[config.mk]
export PLATFORM = sky130hd
export DESIGN_NAME = bpm_cell
export DESIGN_NICKNAME = d
export VERILOG_FILES = /design/src/bpm_pkg.sv /design/src/bpm_cell.sv
export SDC_FILE = /design/constraint.sdc
export NUM_CORES = 1
export LEC_CHECK = 0
export BUFFER_PORTS_ARGS = -buffer_cell sky130_fd_sc_hd__clkbuf_2
export CAP_MARGIN = 10
export CORE_ASPECT_RATIO = 2
export CORE_UTILIZATION = 54
export CTS_BUF_LIST = sky130_fd_sc_hd__clkbuf_4 sky130_fd_sc_hd__clkbuf_8
export CTS_CLUSTER_DIAMETER = 200
export CTS_CLUSTER_SIZE = 28
export DETAILED_ROUTE_END_ITERATION = 8
export PLACE_DENSITY_LB_ADDON = 0.3
export SYNTH_ARGS = -nofsm -noshare
export SYNTH_HDL_FRONTEND = slang
export SYNTH_SLANG_ARGS = --single-unit
[constraint.sdc]
create_clock -name clk -period 4.9 [get_ports clk]
set_clock_uncertainty 0.2 [all_clocks]
set_input_delay 0.245 -clock clk [delete_from_list [all_inputs] [get_ports clk]]
set_output_delay 0.245 -clock clk [all_outputs]
set_load 0.02 [all_outputs]
[src/bpm_pkg.sv]
`timescale 1ns / 1ps

package bpm_pkg;

    localparam int SLOTS     = 32;
    localparam int ADDR_BITS = 32;

    // Field widths fixed by the request and result formats
    localparam int OP_W       = 2;
    localparam int ADDR_IN_W  = 32;
    localparam int SLOT_IN_W  = 5;
    localparam int STATUS_W   = 2;
    localparam int ASSIGN_W   = 5;
    localparam int MASK_W     = 32;
    localparam int COUNT_OUT_W = 6;

    // Derived widths
    localparam int ADDR_W     = (ADDR_BITS < ADDR_IN_W) ? ADDR_BITS : ADDR_IN_W;
    localparam int SLOT_IDX_W = (SLOTS > 1) ? $clog2(SLOTS) : 1;
    localparam int PTR_W      = $clog2(SLOTS + 1);
    localparam int CNT_W      = $clog2(SLOTS + 1);
    localparam int SLOT_CMP_W = 7;

    localparam logic [OP_W-1:0] OP_CREATE = 2'd0;
    localparam logic [OP_W-1:0] OP_DELETE = 2'd1;
    localparam logic [OP_W-1:0] OP_CHECK  = 2'd2;

    localparam logic [STATUS_W-1:0] ST_OK        = 2'd0;
    localparam logic [STATUS_W-1:0] ST_FULL      = 2'd1;
    localparam logic [STATUS_W-1:0] ST_NOT_FOUND = 2'd2;

    // Token that walks down the slot cells, one cell per cycle while the row is not stalled
    typedef struct packed {
        logic                   is_check;
        logic                   wr_en;
        logic                   clr_en;
        logic [SLOT_IDX_W-1:0]  target;
        logic [ADDR_W-1:0]      addr;
        logic [STATUS_W-1:0]    status;
        logic [ASSIGN_W-1:0]    assigned_slot;
        logic [COUNT_OUT_W-1:0] active_count;
        logic                   hit;
        logic [MASK_W-1:0]      hit_mask;
    } tok_t;

endpackage

[src/bpm_cell.sv]
`timescale 1ns / 1ps

module bpm_cell (
    input  logic                           clk,
    input  logic                           rst_n,
    input  logic                           advance,
    input  logic [bpm_pkg::SLOT_IDX_W-1:0] cell_id,
    input  logic                           in_valid,
    input  bpm_pkg::tok_t                  in_tok,
    output logic                           out_valid,
    output bpm_pkg::tok_t                  out_tok
);

    logic [bpm_pkg::ADDR_W-1:0] addr_reg;
    logic [bpm_pkg::ADDR_W-1:0] addr_next;
    logic                       active_reg;
    logic                       active_next;
    logic                       valid_reg;
    bpm_pkg::tok_t              tok_reg;
    bpm_pkg::tok_t              tok_next;

    logic                       step;
    logic                       mine;
    logic                       match;

    assign step  = advance && in_valid;
    assign mine  = (in_tok.target == cell_id);
    assign match = in_tok.is_check && active_reg && (addr_reg == in_tok.addr);

    always_comb
    begin
        addr_next   = addr_reg;
        active_next = active_reg;
        if (step && mine && in_tok.wr_en)
        begin
            addr_next   = in_tok.addr;
            active_next = 1'b1;
        end
        else if (step && mine && in_tok.clr_en)
        begin
            active_next = 1'b0;
        end
    end

    // Slots past the mask width still raise hit; the shift drops their bit
    always_comb
    begin
        tok_next = in_tok;
        if (match)
        begin
            tok_next.hit      = 1'b1;
            tok_next.hit_mask = in_tok.hit_mask
                              | (bpm_pkg::MASK_W'(1) << cell_id);
        end
    end

    always_ff @(posedge clk or negedge rst_n)
    begin
        if (!rst_n)
        begin
            active_reg <= 1'b0;
            valid_reg  <= 1'b0;
        end
        else
        begin
            active_reg <= active_next;
            if (advance)
            begin
                valid_reg <= in_valid;
            end
        end
    end

    always_ff @(posedge clk)
    begin
        addr_reg <= addr_next;
        if (advance)
        begin
            tok_reg <= tok_next;
        end
    end

    assign out_valid = valid_reg;
    assign out_tok   = tok_reg;

endmodule

======== Yosys cells after proc, flatten, opt, wreduce, memory -nomap -nowiden ========
Index checks and enable logic that the tools add are counted.
cells by class
  add/sub/neg operators ................... 0
  $mul .................................... 0
  div/mod/pow operators ................... 0
  magnitude comparators ................... 0
  eq/ne operators ......................... 2
  shift-type cells ........................ 1
  mux-type cells .......................... 3
  bitwise gates (word level) .............. 1
  reduce and logical (&&, ||, !) cells .... 7
operator list
  kind                                                                count
  32-bit equality test                                                1
  32-bit two-way mux                                                  1
  32-bit OR                                                           1
  1-bit by 5-bit << shifter with 32-bit output, first input constant  1
  1-bit logical AND                                                   6
  5-bit equality test                                                 1
  1-bit two-way mux                                                   2
  2-bit nonzero test                                                  1
storage, ports and cells
  flip-flop bits (word level) ............. 120
  latch bits .............................. 0
  memory bits (writable) .................. 0
  bits in read-only memories .............. 0
  bits of input ports ..................... 95
  output and inout bits ................... 87
  logic and storage cells ................. 27
  memories ................................ 0

======== Depth between registers and ports, before layout ========
Gate-level depths: netlist (run 1).
  word-level depth ........................ 5
  gate-level depth with buffers ........... 6
  depth with buffers taken out ............ 5

======== Worst setup path before layout (run 1) ========
OpenSTA, ideal clock, no wires.
  path type ............................... input to register
  start point ............................. input port cell_id[2] (netlist name)
  end point ............................... register addr_reg[0] (netlist name), enable pin
  setup time .............................. 0.393 ns
  arrival time ............................ 1.827 ns
  required time ........................... 4.307 ns
  setup slack ............................. 2.480 ns
  stages .................................. 5
  path buffers ............................ 1
  path through ............................ clkbuf_1 -> xnor2_1 -> nand4_1 -> nor3_1 -> and2_1
on the way
  longest elaborated chain between the ends .. 3
ends and longest elaborated chain
  element                          RTL line        source
  start, declared                  bpm_cell.sv:7   input logic [bpm_pkg::SLOT_IDX_W-1:0] cell_id,
  5-bit equality test              bpm_cell.sv:27  assign mine = (in_tok.target == cell_id);
  1-bit logical AND (2 in series)  bpm_cell.sv:34  if (step && mine && in_tok.wr_en)
  end signal, assigned             bpm_cell.sv:76  addr_reg <= addr_next;
  end, declared                    bpm_cell.sv:14  logic [bpm_pkg::ADDR_W-1:0] addr_reg;
No other way between the ends.
A chain may end at the register's enable or synchronous reset.

==> results.cfg, run 1 <==
[synthesis]
synth.most_common_cell = edfxtp_1
synth_commonest_cells = edfxtp_1, a41o_1, nor2_1
synth_top_area_cell = edfxtp_1
synth_area_per_cell_um2 = 17.0
yosysSeqAreaShare_pct = 76.7
async_flop_share_pct = 1.67
synthFlopType = edfxtp_1
synth_area_mm2 = 0.00468
ys_types = 32
synth-seq-cells = 120
yosys_warnings = 0
synth_fp_nets = 371
synth_edf_count = 118
syn_inst = 276
synth_top_area_share_pct = 75.6
ys_top_cells_by_area = edfxtp_1, a41o_1, xor2_1

[timing]
rsz0062_at_grt = no
fin_setup_tns_ps = 0
fin_ws_ps = 2500
fin_hold_ws_ps = 140
timing.final.hold_violations = 0
max_freq_mhz = 416
timing.final.max_slew_violations = 0
tightest_slew_ps = 591
fin_crit_ps = 2400
fin_crit_sh_pct = 49.1
setup_viol_count_final = 0
slew_headroom_pct = 60.6

[power]
power_mw = 2.49
seq_power_share_pct = 48.9
leakage_nw = 2.98
clkPwrFrac_pct = 38.3
vdd_drop_max_uv = 338
p_int_mw = 1.91
power_frac_comb_pct = 12.7
powerDensity_mw_per_mm2 = 356
p_sw_uw = 577
p_sw_share_pct = 23.2

[routing]
route.detailed.drc = 0
drtIter0Drc = 355
routed_via_density = 5.55
routed_wirelength_um = 12900
wl_per_cell_um = 19.3
firstDrtPassIters = 4
postRouteAntennaNets = 0
via_count = 3694

[finish]
regArea_mm2 = 0.00359
final_cells = 666
finalInstanceArea_mm2 = 0.00699
fill_cells = 417
final_core_util_pct = 83.7
largest_reg_flops = 86
multi_input_area_um2 = 983
finalNetCount = 649
syn_to_final_growth_pct = 49.2
drive_gt1_share_pct = 39.7

[placement]
dp_hpwl_um = 7700
dp_cells = 544
dpl_worst_slack_ps = 2610
numPortBuffers = 181
place_area_mm2 = 0.00567
globalplace.congestion = 0.722

[setup_path]
worstSetupPathType = in2reg
reg2reg_from = addr_reg[12]$_DFFE_PP_
cp_max_fo = 33
r2r_cells = 6
crit_path_start_kind = primary input
reg2reg_slack_ps = 2620
worst-endpoint-arrival_ps = 2500
required_ps = 4990
cp-end-kind = flop
critPathLaunch = in_tok[58]
r2r_end = out_tok[1]$_DFFE_PP_

[cts]
cts_resized = 0
cts_sinks = 120
cts_root_buffer = clkbuf_8
clk_pin_slew_ps = 70
clk_latency_ps = 430
clockBufferDepth = 2
cts_made_buffers = 17
cts_tree = done
htree_levels = 4

[global_routing]
grt_pass1_wl_um = 19400
grt_max_degree = 46
first_global_vias = 3911
antenna_found_initial = 1
overflow = 0
grt_usage_pct = 30.6

[die]
die_y_um = 134
die-area_mm2 = 0.00907
core_area_mm2 = 0.00835
chipWidth_um = 67.9
rows = 47
io_pins = 182
floorplan.initialDensity_pct = 56.1

[min_path]
hold_depth = 1
holdCritStartpoint = advance
worstHoldEndpoint = out_tok[52]$_DFFE_PP_
holdCritPathClass = in2reg

[run_status]
status = complete, no violations

[flow_run]
max_cap_viol_count = 0
[worst max path at each step]
stage	endpoint	slack [ps]	cells after the start
6_report	out_tok[1]$_DFFE_PP_	2500	8
5_1_grt	out_tok[9]$_DFFE_PP_	2380	8
2_1_floorplan	addr_reg[0]$_DFFE_PP_	2480	5
4_1_cts	out_tok[31]$_DFFE_PP_	2510	8
3_3_place_gp	out_tok[1]$_DFFE_PP_	2670	6
3_5_place_dp	out_tok[31]$_DFFE_PP_	2610	7
[cells by family after synthesis]
family                 after synthesis  share of synthesized area (%)
AO/OA/AOI/OAI                       41                           8.39
flip-flops                         120                           76.7
buffers and inverters               23                           2.40
AND/OR/NAND/NOR                     61                           6.70
XOR/XNOR                            31                           5.80
[cell usage in the layout (no fill, tap or decap), types with 3 or more instances in the layout]
| master | Yosys | layout |
|---|---|---|
| clkinv_2 | 0 | 4 |
| dlygate4sd3_1 | 0 | 89 |
| inv_1 | 7 | 7 |
| clkbuf_4 | 0 | 5 |
| nor3_1 | 11 | 10 |
| clkbuf_2 | 0 | 180 |
| a41o_2 | 3 | 3 |
| xnor2_1 | 11 | 11 |
| edfxtp_1 | 118 | 118 |
| nor4_1 | 4 | 4 |
| nor2_1 | 25 | 25 |
| buf_4 | 0 | 6 |
| xor2_1 | 20 | 20 |
| bufinv_16 | 0 | 4 |
| a41o_1 | 29 | 29 |
| nand3b_1 | 3 | 3 |
| nand2_1 | 6 | 6 |
| clkbuf_8 | 0 | 17 |
[power by group through the flow]
stage	registers, mW	clock network (mW)	logic (mW)
floorplan	1.31	0	0.0475
detailed placement	1.24	0	0.254
global route	1.22	1.01	0.335
CTS	1.22	0.959	0.311
finish	1.22	0.952	0.317
global placement	1.23	0	0.247
[repair_timing]
item / in CTS / in global routing
hold buffers: 89 / 0
buffers inserted: 0 / 0
endpoints found under the hold margin: 122 / 0
[worst max-delay path, cell delays in order]
cell and delay [ps]:
dlygate4sd3_1 540, clkbuf_2 130, xor2_1 170, nor4_1 360
nand2_1 150, nor4_4 280, buf_4 370, a41o_2 250
[layer usage]
metal / part of all wire, % / global-route usage, % / vias up / routed length, um
met2: 58 / 54.5 / 198 / 7450
li1: - / - / 1660 / -
met3: 6.3 / 9.42 / 44 / 804
met5: 0 / 0 / - / 0
met1: 31 / 29.2 / 1792 / 4050
met4: 4.4 / 17.6 / 0 / 560
[layout make-up]
type	instances	share of cell area [%]
tap	98	1.75
timing repair buffer	275	26.3
antenna	1	0.0358
inverter	7	0.376
clock inverter	10	2.17
clock buffer	22	3.89
sequential	120	51.4
multi-input combinational	133	14.1
Note: power is estimated with default switching activity, not from simulation.
==> inputs of run 2 (changes only) <==
--- a/config.mk
+++ b/config.mk
@@ -8,7 +8,7 @@
 export BUFFER_PORTS_ARGS = -buffer_cell sky130_fd_sc_hd__clkbuf_2
 export CAP_MARGIN = 10
 export CORE_ASPECT_RATIO = 2
-export CORE_UTILIZATION = 54
+export CORE_UTILIZATION = 50
 export CTS_BUF_LIST = sky130_fd_sc_hd__clkbuf_4 sky130_fd_sc_hd__clkbuf_8
 export CTS_CLUSTER_DIAMETER = 200
 export CTS_CLUSTER_SIZE = 28
==> constraint.sdc (replaced) <==
create_clock -name clk -period 2.5 [get_ports clk]
set_clock_uncertainty 0.2 [all_clocks]
set_input_delay 0.125 -clock clk [delete_from_list [all_inputs] [get_ports clk]]
set_output_delay 0.125 -clock clk [all_outputs]
set_load 0.02 [all_outputs]
==> run 2 against run 1 <==
  * Count of clock-buffer cells in the layout fell by 2
  * Non-clock buffer count rose by 2
  * Sequential share of layout area fell by 0.34 points
  * Sequential power rose by 95%
  * Global-route usage fell by 3.9 points
  * Largest cell class unchanged
  * Highest routed layer unchanged
==> results.cfg, run 2 (synthesis gave the netlist of run 1 again) <==
[run_status]
status = complete, no violations

[timing]
rsz0062_at_grt = no
setup_viol_count_final = 0
timing.final.hold_violations = 0
fin_crit_ps = 2140
max_freq_mhz = 467
fin_crit_sh_pct = 85.7
timing.final.max_slew_violations = 0
fin_setup_tns_ps = 0
tightest_slew_ps = 485
slew_headroom_pct = 67.7

[routing]
via_count = 3608
routed_wirelength_um = 12600
wl_per_cell_um = 18.9
postRouteAntennaNets = 0
firstDrtPassIters = 6
route.detailed.drc = 0
drtIter0Drc = 268
routed_via_density = 5.39

[min_path]
hold_depth = 2
holdCritPathClass = in2reg
worstHoldEndpoint = out_tok[68]$_DFFE_PP_
holdCritStartpoint = advance

[finish]
layout_common_cells = clkbuf_2, edfxtp_1, dlygate4sd3_1, a41o_1, nor2_1
syn_to_final_growth_pct = 50.2
layout_commonest_cell = clkbuf_2
n_antenna_cell = 0
fill_cells = 546
multi_input_area_um2 = 983
finalNetCount = 651
drive_gt1_share_pct = 39.4
largest_reg_flops = 86
regArea_mm2 = 0.00359

[cts]
cts_tree = done
cts_sinks = 120
cts_root_buffer = clkbuf_8
clk_latency_ps = 430
ctsHoldBuffers = 90
clockBufferDepth = 2
htree_levels = 4
clk_pin_slew_ps = 70
cts_resized = 0
cts_made_buffers = 17
cts_setup_buffers = 0

[global_routing]
first_global_vias = 3806
antenna_found_initial = 0
grt_max_degree = 88
grt_pass1_wl_um = 19200
grt_usage_pct = 26.8
overflow = 0

[setup_path]
path_cells = xor2_1, nor4_1, nand2_1, nor4_4, buf_12, a41o_1
crit_path_start_kind = flop
reg2reg_slack_ps = 360
critPathBufInv = 1
crit_family = simple AND/OR/NAND/NOR gates
critPathMaxStageDelay_ps = 410
cp_max_fo = 33
r2r_cells = 6
cp-end-kind = flop
required_ps = 2590
worst-endpoint-arrival_ps = 2230
worstSetupPathType = reg2reg
r2r_end = out_tok[14]$_DFFE_PP_
reg2reg_from = addr_reg[21]$_DFFE_PP_
crit_path_top_delay_cell = edfxtp_1

[power]
vdd_drop_max_uv = 652
powerDensity_mw_per_mm2 = 687
power_mw = 4.83
leakage_nw = 2.99

[die]
rows = 49
floorplan.initialDensity_pct = 52.0
core_area_mm2 = 0.00901
io_pins = 182
chipWidth_um = 70.4
die-area_mm2 = 0.00978
die_y_um = 139

[placement]
dp_hpwl_um = 7630
globalplace.congestion = 0.754
numPortBuffers = 181

[flow_run]
max_cap_viol_count = 0
-- run 2: changes by cell type in the layout (fill, tap and decap cells not counted) --
cell / delta
diode_2: -1
buf_4: -2
clkbuf_4: -2
clkinv_1: +1
buf_12: +3
dlygate4sd3_1: +1
-- run 2: area by class of cell --
cell class / instances / area share [%]
tap: 102 / 1.81
inverter: 7 / 0.374
clock buffer: 20 / 3.65
timing repair buffer: 277 / 26.9
multi-input combinational: 133 / 14.0
clock inverter: 11 / 2.21
sequential: 120 / 51.1
-- run 2: power by group --
| group | internal, mW | switching (mW) |
|---|---|---|
| clock network | 1.10 | 0.725 |
| logic | 0.269 | 0.354 |
| registers | 2.35 | 0.0396 |
| total | 3.71 | 1.12 |
-- run 2: stage by stage --
step	utilization (%)	setup slack (ps)	std cells	hold slack (ps)	instance area (um^2)
global placement	63.5	418	549	-287	5720
floorplan	-	200	276	-371	4680
global route	78.1	310	670	58.8	7030
finish	78.1	357	670	62.7	7030
CTS	78.1	364	670	95.2	7030
detailed placement	63.5	383	549	-285	5720
-- run 2: worst max-delay path by stage --
| stage | from | end | slack, ps | depth (start not counted) |
|---|---|---|---|---|
| final | addr_reg[21]$_DFFE_PP_ | out_tok[14]$_DFFE_PP_ | 360 | 6 |
| after global routing | addr_reg[21]$_DFFE_PP_ | out_tok[21]$_DFFE_PP_ | 310 | 6 |
| after detailed placement | addr_reg[21]$_DFFE_PP_ | out_tok[17]$_DFFE_PP_ | 380 | 6 |
| after global placement | addr_reg[12]$_DFFE_PP_ | out_tok[1]$_DFFE_PP_ | 420 | 6 |
| after CTS | addr_reg[21]$_DFFE_PP_ | out_tok[21]$_DFFE_PP_ | 360 | 6 |
| after floorplan | cell_id[2] | addr_reg[0]$_DFFE_PP_ | 200 | 5 |
-- run 2: layer usage --
metal	vias up	track usage [%]	routed length (um)
met4	0	15.8	554
met2	191	50.3	7500
met5	-	0	0
li1	1652	-	-
met1	1722	24.2	3880
met3	43	7.63	706
==> inputs of run 3 (changes only) <==
--- a/config.mk
+++ b/config.mk
@@ -14,6 +14,7 @@
 export CTS_CLUSTER_SIZE = 28
 export DETAILED_ROUTE_END_ITERATION = 8
 export PLACE_DENSITY_LB_ADDON = 0.3
+export RECOVER_POWER = 100
 export SYNTH_ARGS = -nofsm -noshare
 export SYNTH_HDL_FRONTEND = slang
 export SYNTH_SLANG_ARGS = --single-unit
==> constraint.sdc (replaced) <==
create_clock -name clk -period 2.5 [get_ports clk]
set_clock_uncertainty 0.2 [all_clocks]
set_input_delay 0.5 -clock clk [delete_from_list [all_inputs] [get_ports clk]]
set_output_delay 0.5 -clock clk [all_outputs]
set_load 0.02 [all_outputs]
==> run 3 against run 2 <==
  * Count of clock-buffer cells in the layout shrank 3
  * Cell count shrank 13%
  * Worst hold slack lost 19 ps
  * Sequential power is essentially flat
  * Routed wire length shrank 15%
  * Worst setup slack lost 68 ps
  * Non-clock buffer count shrank 86
  * Cell area shrank 15%
  * Critical path type unchanged
  * Critical endpoint is now out_tok[3]$_DFFE_PP_
  * Largest cell class unchanged
  * Largest power group unchanged
==> results.cfg, run 3 (synthesis gave the netlist of run 1 again) <==
[run_status]
status = complete, no violations

[cts]
cts_root_buffer = clkbuf_8
cts_tree = done
clockBufferDepth = 2
clk_pin_slew_ps = 70
cts_setup_buffers = 0
clk_latency_ps = 430
htree_levels = 4
cts_made_buffers = 17
cts_sinks = 120
ctsHoldBuffers = 1
cts_resized = 0

[die]
rows = 49
floorplan.initialDensity_pct = 52.0
core_area_mm2 = 0.00901
die_y_um = 139
die-area_mm2 = 0.00978
chipWidth_um = 70.4
io_pins = 182

[finish]
layout_common_cells = clkbuf_1, edfxtp_1, clkbuf_2, a41o_1, nor2_1
layout_commonest_cell = clkbuf_1
final_cells = 585
finalNetCount = 565
largest_reg_flops = 86
drive_gt1_share_pct = 20.9
syn_to_final_growth_pct = 27.6
final_core_util_pct = 66.3
n_antenna_cell = 0

[timing]
timing.final.hold_violations = 0
fin_crit_ps = 2210
setup_viol_count_final = 0
tightest_slew_ps = 1180
timing.final.max_slew_violations = 0
max_freq_mhz = 452
fin_crit_sh_pct = 88.4
slew_headroom_pct = 21.6
rsz0062_at_grt = no
fin_setup_tns_ps = 0

[power]
p_int_mw = 3.47
leakage_nw = 2.23
powerDensity_mw_per_mm2 = 772
p_sw_mw = 1.14
seq_power_share_pct = 51.5
power_frac_comb_pct = 10.0
vdd_drop_max_uv = 658
p_sw_share_pct = 24.7
clkPwrFrac_pct = 38.4

[routing]
route.detailed.drc = 0
drtIter0Drc = 130
postRouteAntennaNets = 0
firstDrtPassIters = 4
routed_wirelength_um = 10800
routed_via_density = 5.43
wl_per_cell_um = 18.4
via_count = 3176

[setup_path]
worstSetupPathType = reg2reg
crit_path_start_kind = flop
cp-end-kind = flop
reg2reg_from = addr_reg[21]$_DFFE_PP_
cp_max_fo = 33
worst-endpoint-arrival_ps = 2300
reg2reg_slack_ps = 290
required_ps = 2590
critPathLaunch = addr_reg[21]$_DFFE_PP_

[placement]
dp_cells = 552
dp_hpwl_um = 7730
numPortBuffers = 181
globalplace.congestion = 0.737

[global_routing]
first_global_vias = 3396
grt_pass1_wl_um = 16400
overflow = 0
grt_max_degree = 88
antenna_found_initial = 0
grt_usage_pct = 23.0

[min_path]
holdCritPathClass = in2reg
holdCritStartpoint = in_tok[43]

[flow_run]
max_cap_viol_count = 0
## run 3: changes by cell type in the layout (fill, tap and decap cells not counted), sizes merged
cell         previous run  this run
bufinv                  4         3
clkinvlp                1         4
inv                     7         9
dlygate4sd3            90         1
## run 3: path summary, 6_finish.rpt
| check | end | cells after the start |
|---|---|---|
| setup / recovery | out_tok[3]$_DFFE_PP_ | 6 |
| hold / removal | out_tok[43]$_DFFE_PP_ | 1 |
| setup reg to reg | out_tok[3]$_DFFE_PP_ | 6 |
| hold reg to reg | active_reg$_DFFE_PN0P_ | 1 |
| max in group asynchronous | out_valid$_DFFE_PN0P_ | 2 |
| min in group asynchronous | active_reg$_DFFE_PN0P_ | 2 |
## run 3: final cells by class
class / count / area [um^2]
fillers: 753 / 3030
clock inverters: 15 / 178
clock buffers: 17 / 234
inverters: 7 / 26.3
multi-input cells: 133 / 976
repair buffers: 191 / 845
well taps: 102 / 128
flip-flops and latches: 120 / 3590
## run 3: metrics by stage
step	hold WS (ps)	area [um^2]	power [mW]	setup WS, ps
after floorplan	4.41	4690	2.67	164
after detailed placement	89.3	5760	2.93	31.3
after global placement	87.7	5760	2.92	74.8
after CTS	9.64	6180	4.72	259
after global routing	0.505	5980	4.79	108
final	43.6	5980	4.61	289
## run 3: power groups by stage
stage	registers (mW)	logic (mW)	clock network, mW
2_1_floorplan	2.57	0.0932	0
3_3_place_gp	2.42	0.497	0
3_5_place_dp	2.42	0.507	0
4_1_cts	2.38	0.510	1.83
5_1_grt	2.39	0.493	1.91
6_report	2.38	0.463	1.77
## run 3: critical path, cell delays in order (launching register included)
cell and delay (ps):
edfxtp_1 380, xor2_1 150, nor4_1 390, nand2_1 120, nor4_2 400, buf_12 240
a41o_1 200
## run 3: routing by layer
metal | vias to the layer above | wire [um] | track usage [%]
met5 | - | 0 | 0
li1 | 1485 | - | -
met4 | 0 | 365 | 12.5
met3 | 26 | 608 | 7.41
met1 | 1531 | 3560 | 21.5
met2 | 134 | 6250 | 42.3
