<file path="src/bpm_pkg.sv">
`timescale 1ns / 1ps

package bpm_pkg;

    localparam int SLOTS     = 32;
    localparam int ADDR_BITS = 32;

    // Field widths fixed by the request and result formats
    localparam int OP_W       = 2;
    localparam int ADDR_IN_W  = 32;
    localparam int SLOT_IN_W  = 5;
    localparam int STATUS_W   = 2;
    localparam int ASSIGN_W   = 5;
    localparam int MASK_W     = 32;
    localparam int COUNT_OUT_W = 6;

    // Derived widths
    localparam int ADDR_W     = (ADDR_BITS < ADDR_IN_W) ? ADDR_BITS : ADDR_IN_W;
    localparam int SLOT_IDX_W = (SLOTS > 1) ? $clog2(SLOTS) : 1;
    localparam int PTR_W      = $clog2(SLOTS + 1);
    localparam int CNT_W      = $clog2(SLOTS + 1);
    localparam int SLOT_CMP_W = 7;

    localparam logic [OP_W-1:0] OP_CREATE = 2'd0;
    localparam logic [OP_W-1:0] OP_DELETE = 2'd1;
    localparam logic [OP_W-1:0] OP_CHECK  = 2'd2;

    localparam logic [STATUS_W-1:0] ST_OK        = 2'd0;
    localparam logic [STATUS_W-1:0] ST_FULL      = 2'd1;
    localparam logic [STATUS_W-1:0] ST_NOT_FOUND = 2'd2;

    // Token that walks down the slot cells, one cell per cycle while the row is not stalled
    typedef struct packed {
        logic                   is_check;
        logic                   wr_en;
        logic                   clr_en;
        logic [SLOT_IDX_W-1:0]  target;
        logic [ADDR_W-1:0]      addr;
        logic [STATUS_W-1:0]    status;
        logic [ASSIGN_W-1:0]    assigned_slot;
        logic [COUNT_OUT_W-1:0] active_count;
        logic                   hit;
        logic [MASK_W-1:0]      hit_mask;
    } tok_t;

endpackage

</file>
<file path="src/bpm_head.sv">
`timescale 1ns / 1ps

module bpm_head (
    input  logic                           clk,
    input  logic                           rst_n,
    input  logic                           advance,
    input  logic                           in_valid,
    input  logic [bpm_pkg::OP_W-1:0]       op,
    input  logic [bpm_pkg::ADDR_IN_W-1:0]  address,
    input  logic [bpm_pkg::SLOT_IN_W-1:0]  slot_number,
    output logic                           out_valid,
    output bpm_pkg::tok_t                  out_tok
);

    logic [bpm_pkg::PTR_W-1:0]      free_link_reg [bpm_pkg::SLOTS];
    logic [bpm_pkg::PTR_W-1:0]      free_top_reg;
    logic [bpm_pkg::PTR_W-1:0]      free_top_next;
    logic [bpm_pkg::CNT_W-1:0]      live_count_reg;
    logic [bpm_pkg::CNT_W-1:0]      live_count_next;
    logic [bpm_pkg::SLOTS-1:0]      active_reg;
    logic [bpm_pkg::SLOTS-1:0]      active_next;
    logic                           valid_reg;
    bpm_pkg::tok_t                  tok_reg;
    bpm_pkg::tok_t                  tok_next;

    logic                           accept;
    logic [bpm_pkg::SLOT_IDX_W-1:0] top_idx;
    logic [bpm_pkg::SLOT_CMP_W-1:0] slot_ext;
    logic [bpm_pkg::SLOT_IDX_W-1:0] del_idx;
    logic                           create_ok;
    logic                           delete_ok;

    assign accept   = in_valid && advance;
    assign top_idx  = free_top_reg[bpm_pkg::SLOT_IDX_W-1:0];
    assign slot_ext = bpm_pkg::SLOT_CMP_W'(slot_number);
    assign del_idx  = slot_ext[bpm_pkg::SLOT_IDX_W-1:0];

    // A damaged list head (end mark or an active slot) reads as a full table
    assign create_ok = (op == bpm_pkg::OP_CREATE)
                    && (live_count_reg < bpm_pkg::CNT_W'(bpm_pkg::SLOTS))
                    && (free_top_reg < bpm_pkg::PTR_W'(bpm_pkg::SLOTS))
                    && !active_reg[top_idx];
    assign delete_ok = (op == bpm_pkg::OP_DELETE)
                    && (slot_ext < bpm_pkg::SLOT_CMP_W'(bpm_pkg::SLOTS))
                    && active_reg[del_idx];

    always_comb
    begin
        free_top_next   = free_top_reg;
        live_count_next = live_count_reg;
        active_next     = active_reg;
        if (create_ok)
        begin
            free_top_next        = free_link_reg[top_idx];
            live_count_next      = live_count_reg + 1'b1;
            active_next[top_idx] = 1'b1;
        end
        else if (delete_ok)
        begin
            free_top_next        = bpm_pkg::PTR_W'(del_idx);
            active_next[del_idx] = 1'b0;
            if (live_count_reg != '0)
            begin
                live_count_next = live_count_reg - 1'b1;
            end
        end
    end

    always_comb
    begin
        tok_next               = '0;
        tok_next.is_check      = (op == bpm_pkg::OP_CHECK);
        tok_next.wr_en         = create_ok;
        tok_next.clr_en        = delete_ok;
        tok_next.target        = create_ok ? top_idx : del_idx;
        tok_next.addr          = address[bpm_pkg::ADDR_W-1:0];
        tok_next.assigned_slot = create_ok ? bpm_pkg::ASSIGN_W'(top_idx) : '0;
        tok_next.active_count  = bpm_pkg::COUNT_OUT_W'(live_count_next);
        unique case (op)
            bpm_pkg::OP_CREATE: tok_next.status = create_ok ? bpm_pkg::ST_OK
                                                            : bpm_pkg::ST_FULL;
            bpm_pkg::OP_DELETE: tok_next.status = delete_ok ? bpm_pkg::ST_OK
                                                            : bpm_pkg::ST_NOT_FOUND;
            default:            tok_next.status = bpm_pkg::ST_OK;
        endcase
    end

    always_ff @(posedge clk or negedge rst_n)
    begin
        if (!rst_n)
        begin
            for (int i = 0; i < bpm_pkg::SLOTS; i++)
            begin
                free_link_reg[i] <= bpm_pkg::PTR_W'(i + 1);
            end
            free_top_reg   <= '0;
            live_count_reg <= '0;
            active_reg     <= '0;
            valid_reg      <= 1'b0;
        end
        else
        begin
            if (advance)
            begin
                valid_reg <= in_valid;
            end
            if (accept)
            begin
                if (delete_ok)
                begin
                    free_link_reg[del_idx] <= free_top_reg;
                end
                free_top_reg   <= free_top_next;
                live_count_reg <= live_count_next;
                active_reg     <= active_next;
            end
        end
    end

    always_ff @(posedge clk)
    begin
        if (advance)
        begin
            tok_reg <= tok_next;
        end
    end

    assign out_valid = valid_reg;
    assign out_tok   = tok_reg;

endmodule

</file>
<file path="config.mk">
export PLATFORM = sky130hd
export DESIGN_NAME = bpm_head
export DESIGN_NICKNAME = d
export VERILOG_FILES = /design/src/bpm_pkg.sv /design/src/bpm_head.sv
export SDC_FILE = /design/constraint.sdc
export NUM_CORES = 1
export LEC_CHECK = 0
export BUFFER_PORTS_ARGS = -buffer_cell sky130_fd_sc_hd__buf_2
export CORE_MARGIN = 2
export CORE_UTILIZATION = 45
export CTS_CLUSTER_DIAMETER = 80
export DETAILED_ROUTE_END_ITERATION = 6
export PLACE_DENSITY = 0.77
export RECOVER_POWER = 25
export SETUP_SLACK_MARGIN = 0.15
export SLEW_MARGIN = 20
export SYNTH_ARGS = -nofsm -noshare
export SYNTH_HDL_FRONTEND = slang
export SYNTH_SLANG_ARGS = --single-unit
</file>
<file path="constraint.sdc">
create_clock -name clk -period 2.57 [get_ports clk]
set_input_delay 0 -clock clk [delete_from_list [all_inputs] [get_ports clk]]
set_output_delay 0 -clock clk [all_outputs]
set_load 0.01 [all_outputs]
</file>
Word-level counts from Yosys, hierarchy flattened --
Cells that the tools add are included.
Storage, ports and cells: input bits 43, word-level logic and storage cells 103, bits in registers 290, output and inout bits 87
Operators by class: reductions and logical operators 15, order comparisons 10, bitwise logic cells 5, $add $sub $neg 2, multiplexer cells 25, eq/ne operators 2
Operators with widths (number):
- bitwise mux 192 bit | 1
- 2-to-1 mux 32 bit | 2
- 2-to-1 mux 6 bit | 8
- AND 32 bit | 1
- NOT 32 bit | 1
- bitwise OR 32 bit | 1
- binary-select mux 6 bit (select 5 bit) | 1
- demux 6 bit (select 5 bit) | 1
- < comparator 5 x 6 -> 1 bit (second input constant) | 3
- >= comparator 6 bit (second input constant) | 2
- < comparator 6 bit (second input constant) | 2
- NOT 5 -> 6 bit | 2
- binary-select mux 1 bit (select 5 bit) | 2
- demux 1 bit (select 5 bit) | 2
- >= comparator 5 x 1 -> 1 bit (second input constant) | 2
- logical AND 1 bit | 9
- adder 6 x 1 -> 6 bit (second input constant) | 1
- < comparator 6 x 1 -> 1 bit (second input constant) | 1
- nonzero test 6 bit | 1
- subtractor 6 x 1 -> 6 bit (second input constant) | 1
- 2-to-1 mux 1 bit | 5
- 2-to-1 mux 5 bit | 1
- one-hot mux 2 bit (2 select lines) | 1
- AND reduction 2 bit | 2
- other kinds (6) | 6

Logic depth before layout (Yosys ltp) --
Gate-level depths: netlist of the first run.
depth after elaboration 8, mapped depth 10, depth with buffers taken out 6

Least setup slack after synthesis of the first run --
OpenSTA, ideal clock, no wires.
kind register -> register, start point reg free_top_reg[4] (netlist name), end point reg tok_reg (netlist bit out_tok[78]) (data pin), buffers on the path 4, arrival time 2312 ps, path slack -2 ps, clock period less this slack 2572 ps, stages on the path, launching flop included 10, data required time 2310 ps, setup time 260 ps, cell sequence dfrtp_1 > buf_2 > and3b_1 > clkbuf_1 > a222oi_1 > and4_1 > o21a_1 > clkbuf_1 > buf_2 > mux2_2
RTL lines:
- start, declared | line bpm_head.sv:16 | logic [bpm_pkg::PTR_W-1:0] free_top_reg;
- start signal, assigned | line bpm_head.sv:113 | free_top_reg <= free_top_next;
- end signal, assigned | line bpm_head.sv:124 | tok_reg <= tok_next;
- end, declared | line bpm_head.sv:23 | bpm_pkg::tok_t tok_reg;

==> summary by stage, run 1 <==
Drt
The detailed router placed 9367 vias in this run. The final routed wire length divided by cell count is 22.9 µm. The number of iterations in the first detailed-routing pass is 6. Wires add up to 36.2 mm.

The number of DRC violations after detailed-routing iteration 0 is 884. The post-detailed-route DRC marker count is 0. The number of vias per cell is approximately 5.9.

The number of nets still failing antenna checks after routing is 0.

Die
The die footprint is between 30000 and 40000 µm². Measured along the y axis, the die boundary spans 184 µm. In this run the count of I/O pins placed on the die edge is 130. Once the floorplan was initialized, standard cells occupied 46.0% of the core. The placement row count is 65. The core region is 31700 µm². From left edge to right edge, the die measures 184 µm.

Worst setup path
The data required time of the worst path is 2890 ps. On the critical path, the stage with the largest delay is an instance of sky130_fd_sc_hd__dfrtp_4. Broken down by cell family, the worst path's largest delay share belongs to compound AO/OA/AOI/OAI gates. The worst setup path is of the flip-flop to flip-flop kind. Along the worst path, the maximum fanout reaches 6. The endpoint class of the critical path is a flip-flop. The endpoint arrival time on the critical path is about 2800 ps.

The register-to-register setup slack is 70 ps. For this run, the slowest stage of the critical path takes 530 ps. The startpoint of the worst setup timing path is free_top_reg[1]. The signal on the critical path passes through mux2_4, a222oi_1, and4_4, o21a_4, buf_12, mux2_4. The cell that appears most often on the critical path is sky130_fd_sc_hd__mux2_4. In this run the critical register-to-register path is launched from free_top_reg[1]. The critical path startpoint category is a flip-flop.

The number of buffers and inverters on the critical path is 1.

Yosys
The number of standard cells after synthesis is just under 1000. For this run, the leading register cell type out of synthesis is sky130_fd_sc_hd__dfrtp_1. Yosys attributes the largest share of cell area to sky130_fd_sc_hd__dfrtp_1, sky130_fd_sc_hd__dfstp_2, sky130_fd_sc_hd__mux2_4.

After Yosys synthesis, and, or, nand and nor cells account for 7.39% of the synthesized area. The share of synthesized area occupied by flip-flops and latches is between 50 and 60%. Of the post-synthesis cell area, the dominant cell type holds 26.8%. For this run, the number of Yosys warnings is 0. For this run, asynchronously set or reset flops after synthesis account for 81.7%. The share of cell area taken by muxes after synthesis is 28.3%. Summing the areas of all fa, ha and maj instances in the mapped netlist gives 0.257% of the synthesized area.

The share of the synthesized area in compound gates (AO/OA/AOI/OAI) is 5.83%. The number of flops mapped to enable cells by yosys is 53. The number of distinct standard cells referenced by the synthesized netlist is 62. After synthesis the netlist holds a flip-flop and latch count of slightly below 300. Of the total synthesized cell area, the portion taken by XOR and XNOR cells is less than 1%. The biggest area consumer among synthesized cells is sky130_fd_sc_hd__dfrtp_1. The synthesized area per cell is ~15 µm². The synthesized netlist occupies a cell area of between 10000 and 15000 µm². After synthesis, the largest family of logic cells by area is multiplexers.

Global route
For this run the aggregate overflow at the end of global routing stands at 0. Entering global routing, the biggest net connects 82 pins. The overall track demand over capacity in global routing is 21.3%. The global-route wire length before repair is 56.1 mm. The via count of the first global-routing pass is 9678.

The number of antenna violations at the first check in global routing is 1.

STA
At the pin with the least slew margin, the transition time is 1450 ps. Static timing analysis puts the maximum clock frequency at 0.399 GHz. The final number of max-transition violations is 0. In the finished design, the share of the clock period the worst path needs comes to 97.4%. The setup TNS is 0 ps. The clock period minus final worst setup slack is 2500 ps.

The final worst clock skew is 36.6 ps. The worst hold margin is 33.7 ps. Setup repair after global routing could not meet its margin everywhere. Measured against its own limit, the worst slew margin works out to 3.09%. The count of final setup violators is 0. The number of failing hold endpoints at the final stage is 0.

CTS
The clock input transition at the sequential cells of the worst setup and hold paths is roughly 60 ps. The number of H-tree branching levels is 1. The clock latency of the later-clocked register in the worst-skew pair is between 500 and 600 ps. The maximum buffer depth of the clock tree is 3.

The clock sink count is 290. TritonCTS created 30 clock buffers. The TritonCTS clock tree is yes.

The clock root buffer is sky130_fd_sc_hd__clkbuf_16.

Power and ir drop
The sequential share of power is 39.0%. Across the VDD grid, the largest voltage drop is 851 µV. In this run the power density over the cells is 832 nW/µm². Of the total power, the clock network draws a little over 30%. The proportion of total power due to net switching is about a third. Summed over all nets, the switching power comes to 4.74 mW. Cell internal power was estimated by the tool at 9.88 mW. The leakage power of the design is 8.02 nW. Combinational logic burns a little under a third of the power. The completed layout was analyzed and its total power is roughly 15 mW.

Run status
The flow ran to the end, and the final reports show no timing, DRC or antenna violations.

Placement
The count of buffers added on input and output ports is 96. The weighted congestion at the end of routability-driven global placement is about 1.0. Once placement finished, the instance area stood at ~16000 µm². The number of placed instances, taps included, is 1470. The half-perimeter wire length of the detailed placement result is 23.0 mm.

Job
The total of max-cap violations is 0.

Finish
0 antenna diodes ended up in the layout. The filler-free cell count of the finished design is 1585. The area growth from synthesis to layout is 20.4%.

The number of flip-flops under the largest register name is about 190. The post-layout net count is approximately 1200. In the final layout, the share of cells above drive strength 1 is 53.2%. The summed area of non-filler cells in the final layout is between 15000 and 20000 µm².

Min path
The type of the most critical hold path is input port to asynchronous set/reset pin.
## worst paths after layout
check | end | depth (start not counted)
min in group clk | active_reg[4] | 4
worst min register to register | free_link_reg[2] | 1
worst max register to register | out_tok[82] | 6
worst max-delay path | out_tok[82] | 6
worst min-delay path | free_link_reg[112] | 2
max in group asynchronous | free_link_reg[41] | 3
## metrics by stage
step	worst slack [ps]	util, %
final	66.8	55.4
after global routing	20.2	55.4
after CTS	158	54.7
after detailed placement	-155	49.6
after global placement	-183	49.6
after floorplan	158	-
## synth_stat cells (3+ instances only)
master and instances:
sky130_fd_sc_hd__a21o_1 3, sky130_fd_sc_hd__or3b_4 3, sky130_fd_sc_hd__nand3_1 21, sky130_fd_sc_hd__a21oi_1 7
sky130_fd_sc_hd__or3_1 4, sky130_fd_sc_hd__buf_6 26, sky130_fd_sc_hd__mux2_2 69, sky130_fd_sc_hd__a22o_1 13
sky130_fd_sc_hd__buf_1 8, sky130_fd_sc_hd__mux4_2 49, sky130_fd_sc_hd__a31oi_1 5, sky130_fd_sc_hd__o21ai_0 7
sky130_fd_sc_hd__xnor2_1 3, sky130_fd_sc_hd__nand3b_1 9, sky130_fd_sc_hd__o221a_2 6, sky130_fd_sc_hd__edfxtp_1 53
sky130_fd_sc_hd__and2_1 11, sky130_fd_sc_hd__o22ai_1 11, sky130_fd_sc_hd__nor3_1 10, sky130_fd_sc_hd__ha_1 3
sky130_fd_sc_hd__dfrtp_1 156, sky130_fd_sc_hd__or4_4 22, sky130_fd_sc_hd__mux2_4 132, sky130_fd_sc_hd__inv_1 9
sky130_fd_sc_hd__mux2i_1 26, sky130_fd_sc_hd__a22oi_1 22, sky130_fd_sc_hd__o2bb2ai_1 6, sky130_fd_sc_hd__dfstp_2 81
sky130_fd_sc_hd__and3_1 10, sky130_fd_sc_hd__buf_2 13, sky130_fd_sc_hd__o21a_1 9, sky130_fd_sc_hd__nor2b_1 3
sky130_fd_sc_hd__nor4_1 6, sky130_fd_sc_hd__clkbuf_1 43, sky130_fd_sc_hd__and4_1 7, sky130_fd_sc_hd__buf_4 35
sky130_fd_sc_hd__nand2_1 19, sky130_fd_sc_hd__nor2_1 30
## cells in the final DEF, fill, tap and decap left out, types with 4 or more instances in the layout
master,synthesis,routed
sky130_fd_sc_hd__clkbuf_16,0,31
sky130_fd_sc_hd__and4_1,7,6
sky130_fd_sc_hd__o21ai_0,7,7
sky130_fd_sc_hd__a22oi_1,22,22
sky130_fd_sc_hd__a21oi_1,7,6
sky130_fd_sc_hd__nor4_1,6,5
sky130_fd_sc_hd__or4_4,22,22
sky130_fd_sc_hd__a31oi_1,5,4
sky130_fd_sc_hd__buf_12,0,19
sky130_fd_sc_hd__bufinv_16,0,4
sky130_fd_sc_hd__o2bb2ai_2,0,4
sky130_fd_sc_hd__buf_6,26,6
sky130_fd_sc_hd__mux2i_1,26,25
sky130_fd_sc_hd__or3b_4,3,5
sky130_fd_sc_hd__mux4_2,49,49
sky130_fd_sc_hd__nand3_1,21,20
sky130_fd_sc_hd__mux2_4,132,138
sky130_fd_sc_hd__dfrtp_1,156,151
sky130_fd_sc_hd__inv_1,9,9
sky130_fd_sc_hd__mux2_2,69,63
sky130_fd_sc_hd__nor2_1,30,30
sky130_fd_sc_hd__or3_1,4,4
sky130_fd_sc_hd__and3_1,10,10
sky130_fd_sc_hd__o21a_1,9,8
sky130_fd_sc_hd__buf_2,13,91
sky130_fd_sc_hd__buf_4,35,67
sky130_fd_sc_hd__and2_1,11,9
sky130_fd_sc_hd__nand2_1,19,18
sky130_fd_sc_hd__nand3b_1,9,9
sky130_fd_sc_hd__conb_1,1,33
sky130_fd_sc_hd__dlygate4sd3_1,0,42
sky130_fd_sc_hd__a22o_1,13,13
sky130_fd_sc_hd__dfstp_2,81,81
sky130_fd_sc_hd__nor3_1,10,10
sky130_fd_sc_hd__o22ai_1,11,9
sky130_fd_sc_hd__edfxtp_1,53,53
sky130_fd_sc_hd__clkbuf_1,43,16
sky130_fd_sc_hd__o221a_2,6,5
## layer usage
metal / vias to the layer above / routed length, µm / track usage (%)
li1: 4002 / - / -
met1: 4784 / 14900 / 28.9
met2: 478 / 16800 / 34.1
met3: 103 / 3060 / 4.20
met4: 0 / 1450 / 7.68
met5: - / 0 / 0
## cell families after synthesis
group           count (synthesis)
mux                           276
buf+inv                       134
fa+ha+maj                       3
compound gates                109
simple gates                  169
flops                         290
xor+xnor                        3
other cells                     1
## power by group through the flow
stage / clock network (mW) / logic (mW) / registers, mW
5_1_grt: 4.75 / 4.72 / 5.74
3_5_place_dp: 0 / 3.85 / 5.75
6_report: 4.48 / 4.44 / 5.70
2_1_floorplan: 0 / 2.60 / 5.54
3_3_place_gp: 0 / 3.79 / 5.74
4_1_cts: 4.54 / 4.16 / 5.66
## what timing repair did
item,4_1_cts,5_1_grt
endpoints found under the setup margin,53,54
gates resized for setup,19,36
pin swaps,7,16
hold buffers,42,0
endpoints found under the hold margin,200,0
buffers inserted,7,8
cloned,1,1
## final cells by class
type / instances / area (µm²)
clock buffer: 45 / 837
multi-input combinational: 593 / 6450
fill: 2463 / 14100
clock inverter: 11 / 176
timing repair buffer: 235 / 1930
tap: 402 / 503
sequential: 290 / 7630
inverter: 9 / 33.8
Note: power is estimated with default switching activity, not from simulation.
==> run 2, diff against run 1 <==
Settings changed: ABC_AREA set to 1, PLACE_DENSITY 0.77 to 0.78.
==> run 2 against run 1 <==
  * Highest routed layer is now met5
  * Clock skew is 19 ps lower
  * The run now ends with max-capacitance violations, max-slew violations left
  * Synthesized area is 7.5% lower
  * Cell count is 34% higher
==> summary by stage, run 2 <==
Power and ir drop
The sequential share of power was 37.6% (-1.4 points). The maximum vdd ir drop came to 589 µV (-31%). The cell internal power dissipation came to 8.96 mW (-9.3%). The switching power of the nets came to 4.93 mW (+3.9%). The power density normalized to cell area is 845 nW/µm² (+1.5%).

The proportion of total power due to net switching is 35.5% (+3.0 points). The combinational share of power was 28.8% (-1.6 points). The part of the power in the clock network is 33.6% (+3.0 points).

The leakage power of the design is 7.42 nW (-7.6%).

Min path
The type of the most critical hold path is input port to flip-flop.

Die
The die width is 177 µm (-3.7%). The placement row count came to 63 (-3.1%). The core box area is 29600 µm² (-6.8%). The height of the die is 177 µm (-3.7%). The number of top-level design ports is 130 (unchanged). The die footprint came to 31400 µm² (-7.3%). The starting utilization of the core area is 45.7% (-0.34 points).

Global route
The global-route wire length before repair is 61.6 mm (+9.8%). The overall track demand over capacity in global routing is 25.2% (+3.9 points). The via count of the first global-routing pass is 11253 (+16%). The overflow left after global routing was 0 (unchanged). The maximum number of pins on one net before global-route repair was 75 (-8.5%). The number of antenna violations at the first check in global routing is 1 (unchanged).

CTS
The maximum buffer depth of the clock tree is 3 (unchanged). The clock root buffer is sky130_fd_sc_hd__clkbuf_16. TritonCTS built the clock tree.

The clock input transition at the sequential cells of the worst setup and hold paths is 70 ps (about the same). The number of H-tree branching levels is 1 (unchanged). The clock latency of the later-clocked register in the worst-skew pair is 550 ps (-30 ps). The number of buffers created by CTS was 29 (-3.3%). The clock sink count is 290 (unchanged).

Yosys
By area the synthesized netlist is led by sky130_fd_sc_hd__dfrtp_1, sky130_fd_sc_hd__dfstp_2, sky130_fd_sc_hd__nand2_1. The post-synth design cell area is 13500 µm² (-7.5%). The number of flops mapped to enable cells by yosys is 53 (unchanged). The number of distinct standard cells referenced by the synthesized netlist is 34 (-45%). The most used flip-flop cell after synthesis is sky130_fd_sc_hd__dfrtp_1.

The proportion of register bits with asynchronous set or reset after synthesis is 81.7% (unchanged). The share of synthesized area occupied by flip-flops and latches is 56.5% (+4.2 points). The total number of yosys warnings was 0 (unchanged). The portion of synthesized cell area occupied by the leading cell type is 28.9% (+2.2 points).

The biggest area consumer among synthesized cells is sky130_fd_sc_hd__dfrtp_1. The synthesized area per cell came to 8.68 µm² (-41%). The number of standard cells after synthesis is 1554 (+58%). Yosys instantiated no cell more often than sky130_fd_sc_hd__nand2_1.

The register bit count reported by yosys was 290 (unchanged). The commonest cells after synthesis are sky130_fd_sc_hd__nand2_1, sky130_fd_sc_hd__o21ai_0, sky130_fd_sc_hd__dfrtp_1.

Placement
The half-perimeter wire length of the detailed placement result is 25.8 mm (+12%). The worst setup timing slack at the placement stage is -115 ps (+40.0 ps). The total of buffers placed on input and output ports is 96 (unchanged). The weighted congestion at the end of routability-driven global placement is 0.982 (-2.2%).

Drt
The total wire length after detailed routing is 39.6 mm (+9.2%). The number of nets still failing antenna checks after routing is 0 (unchanged). The number of iterations in the first detailed-routing pass is 6 (unchanged). The number of vias per cell is 5.53 (-6.5%). The final routed wire length divided by cell count is 18.6 µm (-19%). The post-detailed-route DRC marker count is 0 (unchanged).

The number of DRC violations after detailed-routing iteration 0 is 1105 (+25%). The total via count in the routed design is 11738 (+25%).

Worst setup path
The endpoint class of the critical path is a flip-flop. The signal on the critical path passes through inv_2, buf_12, nor2_4, buf_4, a22oi_1, nand2_1, nand2_1, nand2_1, nor2_1, a21oi_1, o21ai_0, nand2_1. The slowest stage cell on the critical path is sky130_fd_sc_hd__dfrtp_2. The largest incremental delay on the critical path is 450 ps (-80 ps).

The data required time of the worst path was 3050 ps (+160 ps). The endpoint arrival time on the critical path came to 2830 ps (about the same). STA classifies the critical path startpoint as a flip-flop.

The maximum fanout along the worst path is 23 (+17). In this design, the critical path's most frequently occurring cell is sky130_fd_sc_hd__nand2_1. The kind of critical path is flip-flop to flip-flop.

STA
The maximum clock frequency is 0.426 GHz (+6.7%). The clock period minus final worst setup slack is 2350 ps (-157 ps). Setup repair after global routing could not meet its margin everywhere. The worst slew slack as a fraction of its limit was -14.6% (-18 points). The final number of max-transition violations is 67 (+67). The count of final setup violators is 0 (unchanged). The worst setup slack after layout is 224 ps (+157 ps). The number of failing hold endpoints at the final stage is 0 (unchanged). The final period utilization is 91.3% (-6.1 points). The final worst clock skew is 17.5 ps (-19.2 ps).

The slew at the pin closest to its max-slew limit came to 1720 ps (+266 ps).

Job
The total of max-cap violations is 1 (+1).

Finish
The fill cell total of the finished layout was 2552 (+3.6%). Leaving out fill and tap cells, the most frequent cell in the layout is sky130_fd_sc_hd__nand2_1. The utilization of the core after routing is 55.6% (+0.23 points). The number of flip-flops under the largest register name was 192 (unchanged). From synthesis to final layout, the design area changed by 21.8%. The diode insertion count for antenna repair is 0 (unchanged). The library cells used most frequently in the layout, excluding fill and tap cells, are sky130_fd_sc_hd__nand2_1, sky130_fd_sc_hd__o21ai_0, sky130_fd_sc_hd__dfrtp_1. The post-layout net count is 1758 (+46%).

The fraction of layout instances using a drive strength above 1 is 20.0% (-33 points).

Run status
The checks that failed: max-capacitance violations, max-slew violations. The run finished, with violations left.
## run 2: changes by cell type in the layout (fill, tap and decap cells not counted), sizes merged, moves of 16 or more
cell   delta
mux4     -49
nand4    +16
mux2i    -26
inv      +45
nand3    +27
a22oi    +58
mux2    -201
nor2     +19
or4      -23
o21ai   +231
nand2   +536
a21oi    +18
## run 2: worst paths after layout
| path | start | end | slack (ps) | depth (start not counted) |
|---|---|---|---|---|
| hold reg to reg | free_link_reg[126] | free_link_reg[126] | 470 | 2 |
| setup / recovery | free_top_reg[1] | free_top_reg[4] | 220 | 12 |
| min in group asynchronous | rst_n | free_link_reg[2] | 440 | 2 |
| max in group asynchronous | rst_n | free_link_reg[152] | 790 | 3 |
| hold / removal | slot_number[0] | out_tok[78] | 70 | 4 |
| setup reg to reg | free_top_reg[1] | free_top_reg[4] | 220 | 12 |
## run 2: timing repair
| item | in CTS | in global routing |
|---|---|---|
| resized for setup | 13 | 16 |
| cloned | 2 | 0 |
| hold endpoints to repair | 237 | 0 |
| setup endpoints to repair | 243 | 152 |
| pin swaps | 2 | 3 |
| hold buffers | 39 | 0 |
| setup buffers | 3 | 3 |
## run 2: layout make-up
class | count | area (µm²) | area share [%]
multi-input combinational | 1104 | 5180 | 31.5
inverter | 59 | 226 | 1.38
tap | 390 | 488 | 2.97
clock inverter | 20 | 290 | 1.77
timing repair buffer | 228 | 1870 | 11.4
clock buffer | 33 | 761 | 4.63
sequential | 290 | 7620 | 46.4
## run 2: metrics by stage
stage          cell area (µm²)  cells  TNS (ps)  power [mW]  hold slack (ps)
2_1_floorplan            13600   1586         0        7.24             -296
3_3_place_gp             14800   2024      -393        8.90            -23.0
3_5_place_dp             14800   2024     -3410        8.92            -11.1
4_1_cts                  16300   2121         0        13.7             2.02
5_1_grt                  16400   2124         0        14.4              140
6_report                 16400   2124         0        13.9             71.0
## run 2: metal layers
metal  vias to the layer above  routed length, µm  track usage, %
met5                         -                 10               0
met2                       590              17600            39.4
met4                         2               1440            8.61
met3                       119               3970            5.37
met1                      5578              16600            34.7
li1                       5449                  -               -
## run 2: kinds of logic (layout without fill, tap and decap cells)
| group | Yosys count | in the layout | share of synthesized area [%] |
|---|---|---|---|
| compound gates | 365 | 365 | 15.3 |
| other cells | 1 | 33 | 0.0278 |
| flops | 290 | 290 | 56.5 |
| buf+inv | 194 | 340 | 6.78 |
| fa+ha+maj | 3 | 3 | 0.278 |
| simple gates | 696 | 698 | 20.8 |
| xor+xnor | 5 | 5 | 0.324 |
## run 2: worst max-delay path, delay by kind of cell, from the launching register on
kind,cells,cell delay [ps]
AND/OR/NAND/NOR,6,690
AO/OA/AOI/OAI,3,500
buffers and inverters,3,640
flip-flops,1,450
## run 2: power groups by stage
stage / logic, mW / registers (mW) / clock network (mW)
final: 3.99 / 5.22 / 4.67
after detailed placement: 3.64 / 5.29 / 0
after global routing: 4.23 / 5.25 / 4.91
after CTS: 3.79 / 5.21 / 4.72
after global placement: 3.61 / 5.28 / 0
after floorplan: 1.98 / 5.26 / 0
